$ cat config.mk
export PLATFORM = sky130hd
export DESIGN_NAME = escaped_frame_receiver_crc16_core_flat
export DESIGN_NICKNAME = d
export VERILOG_FILES = /design/src/efr_pkg.sv /design/src/efr_in_if.sv /design/src/efr_out_if.sv /design/src/efr_ram.sv /design/src/efr_queue.sv /design/src/efr_front.sv /design/src/efr_back.sv /design/src/escaped_frame_receiver_crc16_core.sv /design/src/flat_wrapper.sv
export SDC_FILE = /design/constraint.sdc
export NUM_CORES = 1
export LEC_CHECK = 0
export ABC_CLOCK_PERIOD_IN_PS = 5200
export BUFFER_PORTS_ARGS = -buffer_cell sky130_fd_sc_hd__buf_2
export CAP_MARGIN = 10
export CORE_ASPECT_RATIO = 2
export CORE_MARGIN = 5
export CORE_UTILIZATION = 40
export CTS_BUF_LIST = sky130_fd_sc_hd__clkbuf_4
export CTS_CLUSTER_SIZE = 40
export DETAILED_ROUTE_END_ITERATION = 8
export HOLD_SLACK_MARGIN = 0.08
export PLACE_DENSITY = 0.51
export SLEW_MARGIN = 10
export SYNTH_ARGS = -nofsm -noshare
export SYNTH_HDL_FRONTEND = slang
export SYNTH_HIERARCHICAL = 1
export SYNTH_SLANG_ARGS = --single-unit
$ cat constraint.sdc
create_clock -name i_clk -period 5.2 [get_ports i_clk]
set_input_delay 0.26 -clock i_clk [delete_from_list [all_inputs] [get_ports i_clk]]
set_output_delay 0.26 -clock i_clk [all_outputs]
set_load 0.01 [all_outputs]
$ cat src/efr_pkg.sv
`timescale 1ns / 1ps
`default_nettype none
// ----------------------------------------------------------------------------
// efr_pkg: shared types, codes and helpers for the escaped frame receiver
// Framing bytes, result codes, the descriptor passed from front to back,
// the CRC-16/XMODEM byte fold and the sensor word position table.
// ----------------------------------------------------------------------------
package efr_pkg;

    localparam int DEF_MAX_FRAME_BYTES = 32;

    localparam logic [7:0] SOF     = 8'h5A;
    localparam logic [7:0] ESC     = 8'h50;
    localparam logic [7:0] ESC_SOF = 8'h0A;
    localparam logic [7:0] ESC_ESC = 8'h05;

    localparam logic [15:0] CRC_POLY = 16'h1021;

    localparam logic [7:0] LEN_SHORT  = 8'd13;
    localparam logic [7:0] LEN_PID    = 8'd15;
    localparam logic [7:0] LEN_SENSOR = 8'd29;

    localparam logic [7:0] ID_VERSION = 8'h05;
    localparam logic [7:0] ID_WHEEL   = 8'h03;

    localparam logic [7:0] SEQ_POS  = 8'd0;
    localparam logic [7:0] ADDR_POS = 8'd1;
    localparam logic [7:0] ID_POS   = 8'd3;
    localparam logic [7:0] OP_POS   = 8'd6;

    localparam int POS_W = 5;
    localparam logic [POS_W-1:0] WORD_BASE = 5'd7;

    localparam logic [1:0] STATUS_OK   = 2'd0;
    localparam logic [1:0] STATUS_CRC  = 2'd1;
    localparam logic [1:0] STATUS_KIND = 2'd2;
    localparam logic [1:0] STATUS_OVF  = 2'd3;

    localparam logic [1:0] KIND_VERSION = 2'd0;
    localparam logic [1:0] KIND_WHEEL   = 2'd1;
    localparam logic [1:0] KIND_PID     = 2'd2;
    localparam logic [1:0] KIND_SENSOR  = 2'd3;

    typedef struct packed {
        logic [1:0] status;
        logic [1:0] kind;
        logic [7:0] seq;
        logic [7:0] addr;
        logic [7:0] op;
        logic       bank;
    } t_desc;

    typedef struct packed {
        logic valid;
        logic bank;
    } t_release;

    function automatic logic [15:0] crc_fold(input logic [15:0] crc, input logic [7:0] b);
        logic [15:0] c;
        c = crc ^ {b, 8'h00};
        for (int i = 0; i < 8; i++) begin
            if (c[15]) begin
                c = {c[14:0], 1'b0} ^ CRC_POLY;
            end else begin
                c = {c[14:0], 1'b0};
            end
        end
        return c;
    endfunction

    function automatic logic [POS_W-1:0] sensor_pos(input logic [2:0] k);
        logic [POS_W-1:0] p;
        case (k)
            3'd0:    p = 5'd7;
            3'd1:    p = 5'd9;
            3'd2:    p = 5'd15;
            3'd3:    p = 5'd17;
            3'd4:    p = 5'd19;
            3'd5:    p = 5'd21;
            3'd6:    p = 5'd23;
            default: p = 5'd25;
        endcase
        return p;
    endfunction

endpackage
`default_nettype wire

$ cat src/efr_in_if.sv
`timescale 1ns / 1ps
`default_nettype none
// ----------------------------------------------------------------------------
// efr_in_if: received byte channel
// Valid/ready channel carrying one raw serial byte per transaction.
// ----------------------------------------------------------------------------
interface efr_in_if;
    logic       valid;
    logic       ready;
    logic [7:0] rx_byte;

    modport source (output valid, output rx_byte, input ready);
    modport sink   (input valid, input rx_byte, output ready);
endinterface
`default_nettype wire

$ cat src/efr_out_if.sv
`timescale 1ns / 1ps
`default_nettype none
// ----------------------------------------------------------------------------
// efr_out_if: frame result channel
// Valid/ready channel carrying one decoded word or status per transaction.
// ----------------------------------------------------------------------------
interface efr_out_if;
    logic               valid;
    logic               ready;
    logic [1:0]         status;
    logic [1:0]         frame_kind;
    logic [7:0]         sequence_res;
    logic [7:0]         address;
    logic [7:0]         operation;
    logic [2:0]         word_index;
    logic signed [15:0] word_value;
    logic               last;

    modport source (output valid, output status, output frame_kind, output sequence_res,
                    output address, output operation, output word_index,
                    output word_value, output last, input ready);
    modport sink   (input valid, input status, input frame_kind, input sequence_res,
                    input address, input operation, input word_index,
                    input word_value, input last, output ready);
endinterface
`default_nettype wire

$ cat src/efr_ram.sv
`timescale 1ns / 1ps
`default_nettype none
// ----------------------------------------------------------------------------
// efr_ram: generic RAM, one write port, two registered read ports
// Read data updates only on a read enable and holds otherwise.
// ----------------------------------------------------------------------------
module efr_ram #(
    parameter int WIDTH = 8,
    parameter int DEPTH = 64
) (
    input  wire logic                     i_clk,
    input  wire logic                     i_we,
    input  wire logic [$clog2(DEPTH)-1:0] i_waddr,
    input  wire logic [WIDTH-1:0]         i_wdata,
    input  wire logic                     i_re,
    input  wire logic [$clog2(DEPTH)-1:0] i_raddr_a,
    input  wire logic [$clog2(DEPTH)-1:0] i_raddr_b,
    output logic      [WIDTH-1:0]         o_rdata_a,
    output logic      [WIDTH-1:0]         o_rdata_b
);

    logic [WIDTH-1:0] r_mem [DEPTH];

    always_ff @(posedge i_clk) begin
        if (i_we) begin
            r_mem[i_waddr] <= i_wdata;
        end
        if (i_re) begin
            o_rdata_a <= r_mem[i_raddr_a];
            o_rdata_b <= r_mem[i_raddr_b];
        end
    end

endmodule
`default_nettype wire

$ cat src/efr_queue.sv
`timescale 1ns / 1ps
`default_nettype none
// ----------------------------------------------------------------------------
// efr_queue: two-entry frame descriptor queue
// Decouples the deframing front end from the result back end.
// ----------------------------------------------------------------------------
module efr_queue (
    input  wire logic          i_clk,
    input  wire logic          i_rst_n,
    input  wire logic          i_push,
    input  wire efr_pkg::t_desc i_data,
    output logic               o_full,
    output logic               o_valid,
    output efr_pkg::t_desc     o_data,
    input  wire logic          i_pop
);

    efr_pkg::t_desc r_mem [2];
    logic       r_wr_ptr;
    logic       r_rd_ptr;
    logic [1:0] r_cnt;
    logic       n_wr_ptr;
    logic       n_rd_ptr;
    logic [1:0] n_cnt;

    assign o_full  = (r_cnt == 2'd2);
    assign o_valid = (r_cnt != 2'd0);
    assign o_data  = r_mem[r_rd_ptr];

    always_comb begin
        n_wr_ptr = r_wr_ptr ^ i_push;
        n_rd_ptr = r_rd_ptr ^ i_pop;
        n_cnt    = r_cnt + {1'b0, i_push} - {1'b0, i_pop};
    end

    always_ff @(posedge i_clk) begin
        if (!i_rst_n) begin
            r_wr_ptr <= 1'b0;
            r_rd_ptr <= 1'b0;
            r_cnt    <= 2'd0;
        end else begin
            r_wr_ptr <= n_wr_ptr;
            r_rd_ptr <= n_rd_ptr;
            r_cnt    <= n_cnt;
        end
    end

    always_ff @(posedge i_clk) begin
        if (i_push) begin
            r_mem[r_wr_ptr] <= i_data;
        end
    end

endmodule
`default_nettype wire

$ cat src/efr_front.sv
`timescale 1ns / 1ps
`default_nettype none
// ----------------------------------------------------------------------------
// efr_front: deframer, unescaper, CRC check and frame classifier
// Writes unescaped bytes into one of two frame buffers, runs the CRC and
// pushes one descriptor per closed frame.
// ----------------------------------------------------------------------------
module efr_front #(
    parameter int MAX_FRAME_BYTES = efr_pkg::DEF_MAX_FRAME_BYTES
) (
    input  wire logic                 i_clk,
    input  wire logic                 i_rst_n,
    efr_in_if.sink                    i_rx,
    input  wire logic                 i_q_full,
    input  wire efr_pkg::t_release    i_release,
    output logic                      o_push,
    output efr_pkg::t_desc            o_desc,
    output logic                      o_ram_we,
    output logic [$clog2(MAX_FRAME_BYTES):0] o_ram_waddr,
    output logic [7:0]                o_ram_wdata
);

    localparam int AW = $clog2(MAX_FRAME_BYTES);
    localparam logic [15:0] CRC_OPEN = efr_pkg::crc_fold(16'h0000, efr_pkg::SOF);

    typedef struct packed {
        logic [7:0]  count;
        logic [15:0] crc;
        logic        ovf;
        logic [7:0]  h1;
        logic [7:0]  h2;
        logic [7:0]  seq;
        logic [7:0]  addr;
        logic [7:0]  id;
        logic [7:0]  op;
    } t_acc;

    function automatic t_acc store_byte(input t_acc a, input logic [7:0] s);
        t_acc r;
        r = a;
        if (a.count >= 8'd2) begin
            r.crc = efr_pkg::crc_fold(a.crc, a.h2);
        end
        if (32'(a.count) >= MAX_FRAME_BYTES) begin
            r.ovf = 1'b1;
        end
        if (a.count == efr_pkg::SEQ_POS) begin
            r.seq = s;
        end
        if (a.count == efr_pkg::ADDR_POS) begin
            r.addr = s;
        end
        if (a.count == efr_pkg::ID_POS) begin
            r.id = s;
        end
        if (a.count == efr_pkg::OP_POS) begin
            r.op = s;
        end
        r.h2 = a.h1;
        r.h1 = s;
        if (a.count != 8'hFF) begin
            r.count = a.count + 8'd1;
        end
        return r;
    endfunction

    t_acc       r_acc;
    t_acc       n_acc;
    t_acc       acc1;
    t_acc       acc2;
    logic       r_in_frame;
    logic       n_in_frame;
    logic       r_pend;
    logic       n_pend;
    logic       r_bank;
    logic       n_bank;
    logic [1:0] r_busy;
    logic [1:0] n_busy;

    logic       accept;
    logic [7:0] b;
    logic       open;
    logic       close;
    logic       new_pend;
    logic       v0;
    logic       v1;
    logic [7:0] s0;
    logic [7:0] s1;
    logic [8:0] wr_idx;
    logic       wr_any;

    assign i_rx.ready = !i_q_full && (r_in_frame || !r_busy[~r_bank]);
    assign accept     = i_rx.valid && i_rx.ready;
    assign b          = i_rx.rx_byte;

    always_comb begin
        open     = 1'b0;
        close    = 1'b0;
        new_pend = 1'b0;
        v0       = 1'b0;
        v1       = 1'b0;
        s0       = efr_pkg::ESC;
        s1       = b;
        n_pend   = r_pend;
        if (accept) begin
            if (!r_in_frame) begin
                open = (b == efr_pkg::SOF);
            end else if (b == efr_pkg::SOF) begin
                close  = 1'b1;
                v0     = r_pend;
                n_pend = 1'b0;
            end else begin
                if (r_pend) begin
                    n_pend = 1'b0;
                    v0     = 1'b1;
                    if (b == efr_pkg::ESC_SOF) begin
                        s0 = efr_pkg::SOF;
                    end else if (b == efr_pkg::ESC_ESC) begin
                        s0 = efr_pkg::ESC;
                    end else if (b == efr_pkg::ESC) begin
                        new_pend = 1'b1;
                    end else begin
                        v1 = 1'b1;
                    end
                end else if (b == efr_pkg::ESC) begin
                    new_pend = 1'b1;
                end else begin
                    v0 = 1'b1;
                    s0 = b;
                end
                if (new_pend) begin
                    n_pend = 1'b1;
                end
            end
        end

        acc1 = v0 ? store_byte(r_acc, s0) : r_acc;
        acc2 = v1 ? store_byte(acc1, s1) : acc1;

        n_acc = acc2;
        if (open) begin
            n_acc.count = 8'd0;
            n_acc.crc   = CRC_OPEN;
            n_acc.ovf   = 1'b0;
        end

        n_in_frame = r_in_frame;
        if (open) begin
            n_in_frame = 1'b1;
        end else if (close) begin
            n_in_frame = 1'b0;
        end

        n_busy = r_busy;
        if (i_release.valid) begin
            n_busy[i_release.bank] = 1'b0;
        end
        n_bank = r_bank;
        if (open) begin
            n_busy[~r_bank] = 1'b1;
            n_bank          = ~r_bank;
        end
    end

    // Escape is written ahead at its slot; a following 0x0A or 0x05 replaces it.
    always_comb begin
        wr_idx      = {1'b0, r_acc.count};
        o_ram_wdata = s0;
        wr_any      = 1'b0;
        if (new_pend) begin
            wr_idx      = {1'b0, acc2.count};
            o_ram_wdata = efr_pkg::ESC;
            wr_any      = 1'b1;
        end else if (v1) begin
            wr_idx      = {1'b0, r_acc.count} + 9'd1;
            o_ram_wdata = s1;
            wr_any      = 1'b1;
        end else if (v0) begin
            wr_any      = 1'b1;
        end
        o_ram_we    = wr_any && (32'(wr_idx) < MAX_FRAME_BYTES);
        o_ram_waddr = {r_bank, wr_idx[AW-1:0]};
    end

    always_comb begin
        o_push      = close;
        o_desc      = '0;
        o_desc.bank = r_bank;
        if (acc2.ovf) begin
            o_desc.status = efr_pkg::STATUS_OVF;
        end else if (acc2.count < 8'd2) begin
            o_desc.status = efr_pkg::STATUS_KIND;
        end else if (acc2.h2 != acc2.crc[15:8] || acc2.h1 != acc2.crc[7:0]) begin
            o_desc.status = efr_pkg::STATUS_CRC;
        end else begin
            o_desc.status = efr_pkg::STATUS_OK;
            if (acc2.count == efr_pkg::LEN_SHORT && acc2.id == efr_pkg::ID_VERSION) begin
                o_desc.kind = efr_pkg::KIND_VERSION;
            end else if (acc2.count == efr_pkg::LEN_SHORT && acc2.id == efr_pkg::ID_WHEEL) begin
                o_desc.kind = efr_pkg::KIND_WHEEL;
            end else if (acc2.count == efr_pkg::LEN_PID) begin
                o_desc.kind = efr_pkg::KIND_PID;
            end else if (acc2.count == efr_pkg::LEN_SENSOR) begin
                o_desc.kind = efr_pkg::KIND_SENSOR;
            end else begin
                o_desc.status = efr_pkg::STATUS_KIND;
            end
            if (o_desc.status == efr_pkg::STATUS_OK) begin
                o_desc.seq  = acc2.seq;
                o_desc.addr = acc2.addr;
                o_desc.op   = acc2.op;
            end
        end
    end

    always_ff @(posedge i_clk) begin
        if (!i_rst_n) begin
            r_in_frame <= 1'b0;
            r_pend     <= 1'b0;
            r_bank     <= 1'b0;
            r_busy     <= 2'b00;
            r_acc      <= '0;
        end else begin
            r_in_frame <= n_in_frame;
            r_pend     <= n_pend;
            r_bank     <= n_bank;
            r_busy     <= n_busy;
            r_acc      <= n_acc;
        end
    end

endmodule
`default_nettype wire

$ cat src/efr_back.sv
`timescale 1ns / 1ps
`default_nettype none
// ----------------------------------------------------------------------------
// efr_back: result sequencer
// Pops frame descriptors, reads payload words from the frame buffer and
// emits one result per word, or one status result for a rejected frame.
// ----------------------------------------------------------------------------
module efr_back #(
    parameter int MAX_FRAME_BYTES = efr_pkg::DEF_MAX_FRAME_BYTES
) (
    input  wire logic                 i_clk,
    input  wire logic                 i_rst_n,
    input  wire logic                 i_head_valid,
    input  wire efr_pkg::t_desc       i_head,
    output logic                      o_pop,
    output efr_pkg::t_release         o_release,
    output logic                      o_ram_re,
    output logic [$clog2(MAX_FRAME_BYTES):0] o_ram_raddr_a,
    output logic [$clog2(MAX_FRAME_BYTES):0] o_ram_raddr_b,
    input  wire logic [7:0]           i_ram_rdata_a,
    input  wire logic [7:0]           i_ram_rdata_b,
    efr_out_if.source                 o_res
);

    localparam int AW = $clog2(MAX_FRAME_BYTES);

    typedef struct packed {
        logic [1:0] status;
        logic [1:0] kind;
        logic [7:0] seq;
        logic [7:0] addr;
        logic [7:0] op;
        logic [2:0] idx;
        logic       last;
        logic       ok;
    } t_word;

    logic [2:0]  r_idx;
    logic [2:0]  n_idx;
    logic        r_s1_v;
    logic        n_s1_v;
    t_word       r_s1;
    t_word       n_s1;
    logic        r_out_v;
    logic        n_out_v;
    t_word       r_out;
    logic [15:0] r_out_word;

    logic                    ok;
    logic [2:0]              last_idx;
    logic                    s1_move;
    logic                    issue;
    logic                    is_last;
    logic [efr_pkg::POS_W-1:0] pos;

    assign s1_move = r_s1_v && (!r_out_v || o_res.ready);
    assign issue   = i_head_valid && (!r_s1_v || s1_move);
    assign ok      = (i_head.status == efr_pkg::STATUS_OK);

    always_comb begin
        case (i_head.kind)
            efr_pkg::KIND_PID:    last_idx = 3'd2;
            efr_pkg::KIND_SENSOR: last_idx = 3'd7;
            default:              last_idx = 3'd1;
        endcase
        is_last = !ok || (r_idx == last_idx);

        if (i_head.kind == efr_pkg::KIND_SENSOR) begin
            pos = efr_pkg::sensor_pos(r_idx);
        end else begin
            pos = efr_pkg::WORD_BASE + {1'b0, r_idx, 1'b0};
        end
        o_ram_re      = issue && ok;
        o_ram_raddr_a = {i_head.bank, AW'(pos)};
        o_ram_raddr_b = {i_head.bank, AW'(pos + 5'd1)};

        o_pop             = issue && is_last;
        o_release.valid   = o_pop;
        o_release.bank    = i_head.bank;

        n_idx = r_idx;
        if (issue) begin
            n_idx = is_last ? 3'd0 : r_idx + 3'd1;
        end

        n_s1        = r_s1;
        n_s1.status = i_head.status;
        n_s1.kind   = i_head.kind;
        n_s1.seq    = i_head.seq;
        n_s1.addr   = i_head.addr;
        n_s1.op     = i_head.op;
        n_s1.idx    = ok ? r_idx : 3'd0;
        n_s1.last   = is_last;
        n_s1.ok     = ok;

        n_s1_v = issue ? 1'b1 : (s1_move ? 1'b0 : r_s1_v);
        n_out_v = s1_move ? 1'b1 : (o_res.ready ? 1'b0 : r_out_v);
    end

    always_ff @(posedge i_clk) begin
        if (!i_rst_n) begin
            r_idx   <= 3'd0;
            r_s1_v  <= 1'b0;
            r_out_v <= 1'b0;
        end else begin
            r_idx   <= n_idx;
            r_s1_v  <= n_s1_v;
            r_out_v <= n_out_v;
        end
    end

    always_ff @(posedge i_clk) begin
        if (issue) begin
            r_s1 <= n_s1;
        end
        if (s1_move) begin
            r_out      <= r_s1;
            r_out_word <= r_s1.ok ? {i_ram_rdata_a, i_ram_rdata_b} : 16'h0000;
        end
    end

    assign o_res.valid        = r_out_v;
    assign o_res.status       = r_out.status;
    assign o_res.frame_kind   = r_out.kind;
    assign o_res.sequence_res = r_out.seq;
    assign o_res.address      = r_out.addr;
    assign o_res.operation    = r_out.op;
    assign o_res.word_index   = r_out.idx;
    assign o_res.word_value   = $signed(r_out_word);
    assign o_res.last         = r_out.last;

endmodule
`default_nettype wire

$ cat src/escaped_frame_receiver_crc16_core.sv
`timescale 1ns / 1ps
`default_nettype none
// ----------------------------------------------------------------------------
// escaped_frame_receiver_crc16_core: byte-stuffed frame receiver, CRC-16
// i_rx takes one raw serial byte per transaction; o_res gives one result
// per payload word of a good frame, or one status result for a bad frame.
// Bytes are accepted one per cycle while i_rx.ready is high. A closing 0x5A
// pushes its frame's descriptor; the words pass the issue and output stages
// one per cycle while o_res is ready, each read from a two-port frame buffer.
// Two frame buffers alternate between frames: a frame is assembled in one
// while the results of the previous one are read out of the other, and a
// two-entry descriptor queue sits between the deframer and the result side.
// When o_res stalls, results and descriptors hold. Between frames i_rx.ready
// stays low while the other buffer still holds a frame whose last word has
// not been issued, and rises once that buffer is released.
// Reset (synchronous, active low) returns the deframer to waiting for a
// start byte, empties the queue and the result stages and frees both
// buffers; buffer contents are not cleared and need no clearing pass.
// ----------------------------------------------------------------------------
module escaped_frame_receiver_crc16_core #(
    parameter int MAX_FRAME_BYTES = efr_pkg::DEF_MAX_FRAME_BYTES
) (
    input  wire logic i_clk,
    input  wire logic i_rst_n,
    efr_in_if.sink    i_rx,
    efr_out_if.source o_res
);

    localparam int AW = $clog2(MAX_FRAME_BYTES);

    efr_pkg::t_desc    push_desc;
    efr_pkg::t_desc    head_desc;
    efr_pkg::t_release release_bank;
    logic              push;
    logic              pop;
    logic              q_full;
    logic              q_valid;
    logic              ram_we;
    logic [AW:0]       ram_waddr;
    logic [7:0]        ram_wdata;
    logic              ram_re;
    logic [AW:0]       ram_raddr_a;
    logic [AW:0]       ram_raddr_b;
    logic [7:0]        ram_rdata_a;
    logic [7:0]        ram_rdata_b;

    efr_front #(
        .MAX_FRAME_BYTES (MAX_FRAME_BYTES)
    ) u_front (
        .i_clk       (i_clk),
        .i_rst_n     (i_rst_n),
        .i_rx        (i_rx),
        .i_q_full    (q_full),
        .i_release   (release_bank),
        .o_push      (push),
        .o_desc      (push_desc),
        .o_ram_we    (ram_we),
        .o_ram_waddr (ram_waddr),
        .o_ram_wdata (ram_wdata)
    );

    efr_queue u_queue (
        .i_clk   (i_clk),
        .i_rst_n (i_rst_n),
        .i_push  (push),
        .i_data  (push_desc),
        .o_full  (q_full),
        .o_valid (q_valid),
        .o_data  (head_desc),
        .i_pop   (pop)
    );

    efr_ram #(
        .WIDTH (8),
        .DEPTH (2 << AW)
    ) u_ram (
        .i_clk     (i_clk),
        .i_we      (ram_we),
        .i_waddr   (ram_waddr),
        .i_wdata   (ram_wdata),
        .i_re      (ram_re),
        .i_raddr_a (ram_raddr_a),
        .i_raddr_b (ram_raddr_b),
        .o_rdata_a (ram_rdata_a),
        .o_rdata_b (ram_rdata_b)
    );

    efr_back #(
        .MAX_FRAME_BYTES (MAX_FRAME_BYTES)
    ) u_back (
        .i_clk         (i_clk),
        .i_rst_n       (i_rst_n),
        .i_head_valid  (q_valid),
        .i_head        (head_desc),
        .o_pop         (pop),
        .o_release     (release_bank),
        .o_ram_re      (ram_re),
        .o_ram_raddr_a (ram_raddr_a),
        .o_ram_raddr_b (ram_raddr_b),
        .i_ram_rdata_a (ram_rdata_a),
        .i_ram_rdata_b (ram_rdata_b),
        .o_res         (o_res)
    );

endmodule
`default_nettype wire
$ cat src/flat_wrapper.sv
// flat-port wrapper written by rule: the top's interface ports become plain ports
module escaped_frame_receiver_crc16_core_flat 
#(
    parameter int MAX_FRAME_BYTES = efr_pkg::DEF_MAX_FRAME_BYTES
)
  (i_clk, i_rst_n, i_rx_valid, i_rx_rx_byte, i_rx_ready, o_res_valid, o_res_status, o_res_frame_kind, o_res_sequence_res, o_res_address, o_res_operation, o_res_word_index, o_res_word_value, o_res_last, o_res_ready);
  efr_in_if i_rx_i ();
  efr_out_if o_res_i ();
  input  wire logic i_clk;
  input  wire logic i_rst_n;
  input wire logic [$bits(i_rx_i.valid)-1:0] i_rx_valid;
  input wire logic [$bits(i_rx_i.rx_byte)-1:0] i_rx_rx_byte;
  output wire logic [$bits(i_rx_i.ready)-1:0] i_rx_ready;
  output wire logic [$bits(o_res_i.valid)-1:0] o_res_valid;
  output wire logic [$bits(o_res_i.status)-1:0] o_res_status;
  output wire logic [$bits(o_res_i.frame_kind)-1:0] o_res_frame_kind;
  output wire logic [$bits(o_res_i.sequence_res)-1:0] o_res_sequence_res;
  output wire logic [$bits(o_res_i.address)-1:0] o_res_address;
  output wire logic [$bits(o_res_i.operation)-1:0] o_res_operation;
  output wire logic [$bits(o_res_i.word_index)-1:0] o_res_word_index;
  output wire logic [$bits(o_res_i.word_value)-1:0] o_res_word_value;
  output wire logic [$bits(o_res_i.last)-1:0] o_res_last;
  input wire logic [$bits(o_res_i.ready)-1:0] o_res_ready;
  assign i_rx_i.valid = i_rx_valid;
  assign i_rx_i.rx_byte = i_rx_rx_byte;
  assign i_rx_ready = i_rx_i.ready;
  assign o_res_valid = o_res_i.valid;
  assign o_res_status = o_res_i.status;
  assign o_res_frame_kind = o_res_i.frame_kind;
  assign o_res_sequence_res = o_res_i.sequence_res;
  assign o_res_address = o_res_i.address;
  assign o_res_operation = o_res_i.operation;
  assign o_res_word_index = o_res_i.word_index;
  assign o_res_word_value = o_res_i.word_value;
  assign o_res_last = o_res_i.last;
  assign o_res_i.ready = o_res_ready;
  escaped_frame_receiver_crc16_core #(.MAX_FRAME_BYTES(MAX_FRAME_BYTES)) u_core (.i_clk(i_clk), .i_rst_n(i_rst_n), .i_rx(i_rx_i), .o_res(o_res_i));
endmodule
==> results by stage <==
Clock tree:
- The clock net in this run drives a total of roughly 760 sinks.
- Clock tree synthesis selected as its root buffer the cell sky130_fd_sc_hd__clkbuf_4.
- Clock-pin slew was measured on the worst setup and hold paths at approximately 0.07 ns.
- The TritonCTS clock tree is yes.
- The longest clock path from root to sink contains 3 buffers.
- The post-CTS setup-driven buffer insertion count is 0.
- In this run the number of H-tree levels came out at 4.
- The TritonCTS buffer count is about 170.
- For the worst-skew pair, the clock arrives at the later sink with an insertion delay of roughly 1.0 ns.

Placed design:
- The number of port buffers is between 60 and 70.
- The placer's final routability congestion estimate is 0.9797.
- Summed over all nets, the half-perimeter wirelength after detailed placement is about 83000 um.

Yosys:
- For this run, the leading register cell type out of synthesis is sky130_fd_sc_hd__edfxtp_1.
- The commonest cells after synthesis are sky130_fd_sc_hd__edfxtp_1, sky130_fd_sc_hd__mux4_2, sky130_fd_sc_hd__nor2_1.
- The number of synthesized register bits is ~760.
- The sequential fraction of the synthesis area is about three fifths.
- Summing the areas of all compound-gate instances in the mapped netlist gives 5.927% of the synthesized area.
- The number of distinct standard cells referenced by the synthesized netlist is between 90 and 100.
- The cell count after synthesis is around 2300.
- Yosys mapped a number of flops with a built-in enable equal to 667.
- By area the synthesized netlist is led by sky130_fd_sc_hd__edfxtp_1, sky130_fd_sc_hd__mux4_2, sky130_fd_sc_hd__dfxtp_1, sky130_fd_sc_hd__mux2i_1, sky130_fd_sc_hd__nor2_1.
- The number of nets in the synthesized netlist is 2326.
- The area share of the largest cell type after synthesis is a little under three fifths.
- Of the total synthesized cell area, the portion taken by XOR and XNOR cells is around 2.1%.
- The most common cell in the synthesized netlist is sky130_fd_sc_hd__edfxtp_1.
- Of all flip-flops after synthesis, the portion carrying an async set or reset was 0%.
- After Yosys synthesis, full adders, half adders and majority gates account for less than 1% of the synthesized area.
- The share of cell area taken by muxes after synthesis is around 21%.
- The main combinational cell family by area after synthesis is multiplexers.
- The mean instance size in the synthesized netlist is roughly 16 sq um.
- The cell type with the highest aggregate area in the netlist is sky130_fd_sc_hd__edfxtp_1.
- The cell area that synthesis handed to floorplanning was 0.03608 sq mm.
- For this run, the number of Yosys warnings is 6.
- The simple-gate area share of the yosys netlist is 7.716%.

Power and ir drop:
- The internal portion of the total power is 0.009261 W.
- The total power is about 0.012 W.
- The peak supply drop is between 0.2 and 0.25 mV.
- The share of total power in the clock network is 37.5%.
- The leakage power figure is approximately 13 nW.
- Net switching is around 24% of the power.
- Of the total power, registers draw between 50 and 60%.
- The share of power burned in combinational logic is roughly 6.5%.
- The net switching power of the design is 0.002981 W.
- In this run the power density over the cells is roughly 300 mW/mm^2.

Die:
- The number of core rows is ~160.
- For this configuration, the core starts out at a cell density of ~40%.
- The region available for standard cell placement spans 0.08940 sq mm.
- In this run the horizontal extent of the chip is between 200 and 250 um.
- The area of the die is a little under 0.1 sq mm.
- For this design the top-level I/O count stands at 62.
- The die extent in y is between 400 and 500 um.

Hold path:
- The tightest min-delay check is of the primary input to flop type.

Route:
- The detail route stage leaves a number of antenna-violating nets equal to 0.
- After detailed routing, the number of vias per cell comes to slightly below 6.
- The detail-routed net length per standard cell is 30.26 um.
- Detailed routing inserted a total of about 23000 vias.
- For this block, the routed nets add up to roughly 120000 um of wire.
- For this block, the initial DRC count from the detailed router was between 1500 and 2000.
- The number of search-and-repair iterations in the first detailed-routing pass is 7.
- In the routed design, unresolved DRC markers number 0.

Final layout:
- The number of fill cells in the layout is between 7000 and 8000.
- The synthesis-to-finish area growth is 13.02%.
- The final net count is approximately 2600.
- The fraction of final layout cells sized beyond drive strength 1 is around a third.

Global route:
- After global routing the overflow that remains totals 0.
- The initial antenna violation count came to 3.
- The pin count of the biggest net entering global routing is between 100 and 150.
- The via count of the first global-routing pass came to approximately 24000.
- The first-pass GRT wire length is approximately 170000 um.
- For this run, the total global-route usage over all layers was measured as a little under a quarter.

Setup path:
- The number of cells on the worst reg-to-reg path is 14.
- The cell family contributing the most delay on the critical path is simple AND/OR/NAND/NOR gates.
- The slowest cell on the critical path is sky130_fd_sc_hd__nor4_4.
- The worst setup path is captured at a flop.
- The startpoint identified for the worst register-to-register timing path is u_core/u_queue/r_cnt[1].
- The critical path data required time is 6.00 ns.
- The worst flop-to-flop path endpoint is u_core/u_queue/r_mem[1][1].
- The worst path arrival time is 5.75 ns.
- The number of stages on the worst setup path is 14.
- The largest single stage delay on the critical path is approximately 0.57 ns.
- The kind of start point of the critical path is a flop.
- The signal on the critical path passes through nor2b_1, and3b_1, o41a_4, buf_4, nand2_1, o211a_1, or3_1, and3_1, o31ai_1, xnor2_1, nor4_4, nand3_2, buf_12, nor3_1.
- The worst setup path is of the flop to flop kind.
- Together, buffers and inverters on the worst path number 2.
- The critical path launch point is u_core/u_queue/r_cnt[1].
- The termination of the worst setup path is u_core/u_queue/r_mem[1][1].
- In this run the register-to-register setup slack is ~0.25 ns.
- Along the worst path, the maximum fanout reaches 24.

Timing:
- The final setup violation count is 0.
- Static timing analysis puts the maximum clock frequency at 201.9 MHz.
- The maximum clock skew at final layout is approximately 0.063 ns.
- The sum of negative setup slack is 0 ns.
- For the pin with the worst max-slew slack, the measured transition is about 1.1 ns.
- The final worst-path cycle share is a little over nine tenths.
- Setup repair after global routing could not meet its margin everywhere.
- The total count of hold-check failures in the final report is 0.
- Headroom to the max-slew limit came out at 27.86%.
- The final-report max-slew violation count is 0.
- The routed design could run at a clock period as short as just under 5 ns.
- Hold timing on the final database bottoms out at a slack of ~0.24 ns.

Flow run:
- Across the run, the number of max-cap violations was 0.

Outcome:
- The flow ran to the end, and the final reports show no timing, DRC or antenna violations.
-- per-stage QoR --
step / utilization (%) / instances / area, sq um / worst slack, ns
2_1_floorplan: - / 2297 / 36080 / 0.5758
3_3_place_gp: 43.04 / 3545 / 38480 / 0.4129
3_5_place_dp: 43.04 / 3545 / 38480 / 0.3322
4_1_cts: 45.58 / 3867 / 40750 / 0.2357
5_1_grt: 45.61 / 3872 / 40770 / -0.05759
6_report: 45.61 / 3873 / 40780 / 0.2475
-- flip-flops by register name, summed over array words and instances (netlist names), 16 cells and up, named ones only --
signal and cells:
u_core/u_back/o_res.word_value 16, u_core/u_back/r_s1 33, u_core/u_front/r_acc 73, u_core/u_queue/r_mem 58
u_core/u_ram/r_mem 512
-- layer usage --
metal  vias up  GRT usage [%]  part of all wire (%)
met5         -              0                0.0060
met4         2          18.49                   9.4
met3       350          3.936                   4.2
met2       835          45.31                    56
met1     11620          22.40                    31
li1       9839              -                     -
-- logic make-up after synthesis --
group                      Yosys count
AOI/OAI and AO/OA                  309
xor gates and xnor gates            74
adders and majority gates           17
buffers and inverters              194
DFF                                755
muxes                              397
other                                2
and+or+nand+nor                    549
-- layout make-up --
| type | instances | area (sq um) | area share (%) |
|---|---|---|---|
| sequential | 755 | 21790 | 53.44 |
| multi-input combinational | 1348 | 13450 | 32.99 |
| clock buffer | 242 | 1817 | 4.455 |
| timing repair buffer | 246 | 1794 | 4.400 |
| tap | 1177 | 1473 | 3.612 |
| clock inverter | 65 | 304.0 | 0.7456 |
| inverter | 34 | 132.6 | 0.3253 |
| antenna | 6 | 15.01 | 0.03682 |
-- cells in the final DEF, fill, tap and decap left out, types with 16 or more instances in the layout --
cell type / count
sky130_fd_sc_hd__and2_1: 42
sky130_fd_sc_hd__edfxtp_1: 667
sky130_fd_sc_hd__inv_1: 31
sky130_fd_sc_hd__buf_2: 61
sky130_fd_sc_hd__clkinv_1: 45
sky130_fd_sc_hd__ha_1: 16
sky130_fd_sc_hd__nor2b_1: 18
sky130_fd_sc_hd__mux2i_1: 90
sky130_fd_sc_hd__nor2_1: 178
sky130_fd_sc_hd__xor2_1: 20
sky130_fd_sc_hd__o21ai_0: 53
sky130_fd_sc_hd__dfxtp_1: 88
sky130_fd_sc_hd__a22oi_1: 32
sky130_fd_sc_hd__buf_4: 165
sky130_fd_sc_hd__nand2_1: 110
sky130_fd_sc_hd__o22ai_1: 30
sky130_fd_sc_hd__nand3_1: 44
sky130_fd_sc_hd__mux4_2: 270
sky130_fd_sc_hd__nor3_1: 31
sky130_fd_sc_hd__a21oi_1: 50
sky130_fd_sc_hd__mux2_2: 26
sky130_fd_sc_hd__nor3_2: 21
sky130_fd_sc_hd__xnor2_1: 45
sky130_fd_sc_hd__clkbuf_4: 242
-- timing repair --
| action | CTS | global route |
|---|---|---|
| setup endpoints to repair | 0 | 46 |
| gates resized for setup | 0 | 3 |
| hold buffers | 15 | 0 |
| endpoints found under the hold margin | 219 | 0 |
-- power by group through the flow --
stage / Combinational (W) / Sequential (W) / Clock (W)
6_report: 0.000801 / 0.00685 / 0.00459
3_5_place_dp: 0.000794 / 0.00699 / 0
3_3_place_gp: 0.000780 / 0.00698 / 0
4_1_cts: 0.000805 / 0.00686 / 0.00478
5_1_grt: 0.000863 / 0.00687 / 0.00507
2_1_floorplan: 0.000469 / 0.00701 / 0
-- tightest hold or removal path, stage by stage --
cell and delay [ns]:
sky130_fd_sc_hd__dlygate4sd3_1 0.52, sky130_fd_sc_hd__buf_2 0.25, sky130_fd_sc_hd__nor2b_1 0.10, sky130_fd_sc_hd__nor2_1 0.09
-- how the worst min path moves through the flow --
stage / start / end / slack, ns / cells past startpoint
after floorplan: i_rst_n / u_core/u_back/r_idx[1] / 0.38 / 1
after CTS: i_rx_rx_byte[6] / u_core/u_front/r_acc[14] / 0.09 / 4
after global placement: u_core/u_back/r_s1[5] / u_core/u_back/o_res.operation[0] / 0.40 / 0
after global routing: i_rx_rx_byte[0] / u_core/u_front/r_acc[8] / 0.20 / 4
after detailed placement: u_core/u_back/r_s1[5] / u_core/u_back/o_res.operation[0] / 0.41 / 0
final: i_rx_rx_byte[6] / u_core/u_front/r_acc[14] / 0.24 / 4
(Power assumes the default switching activity.)
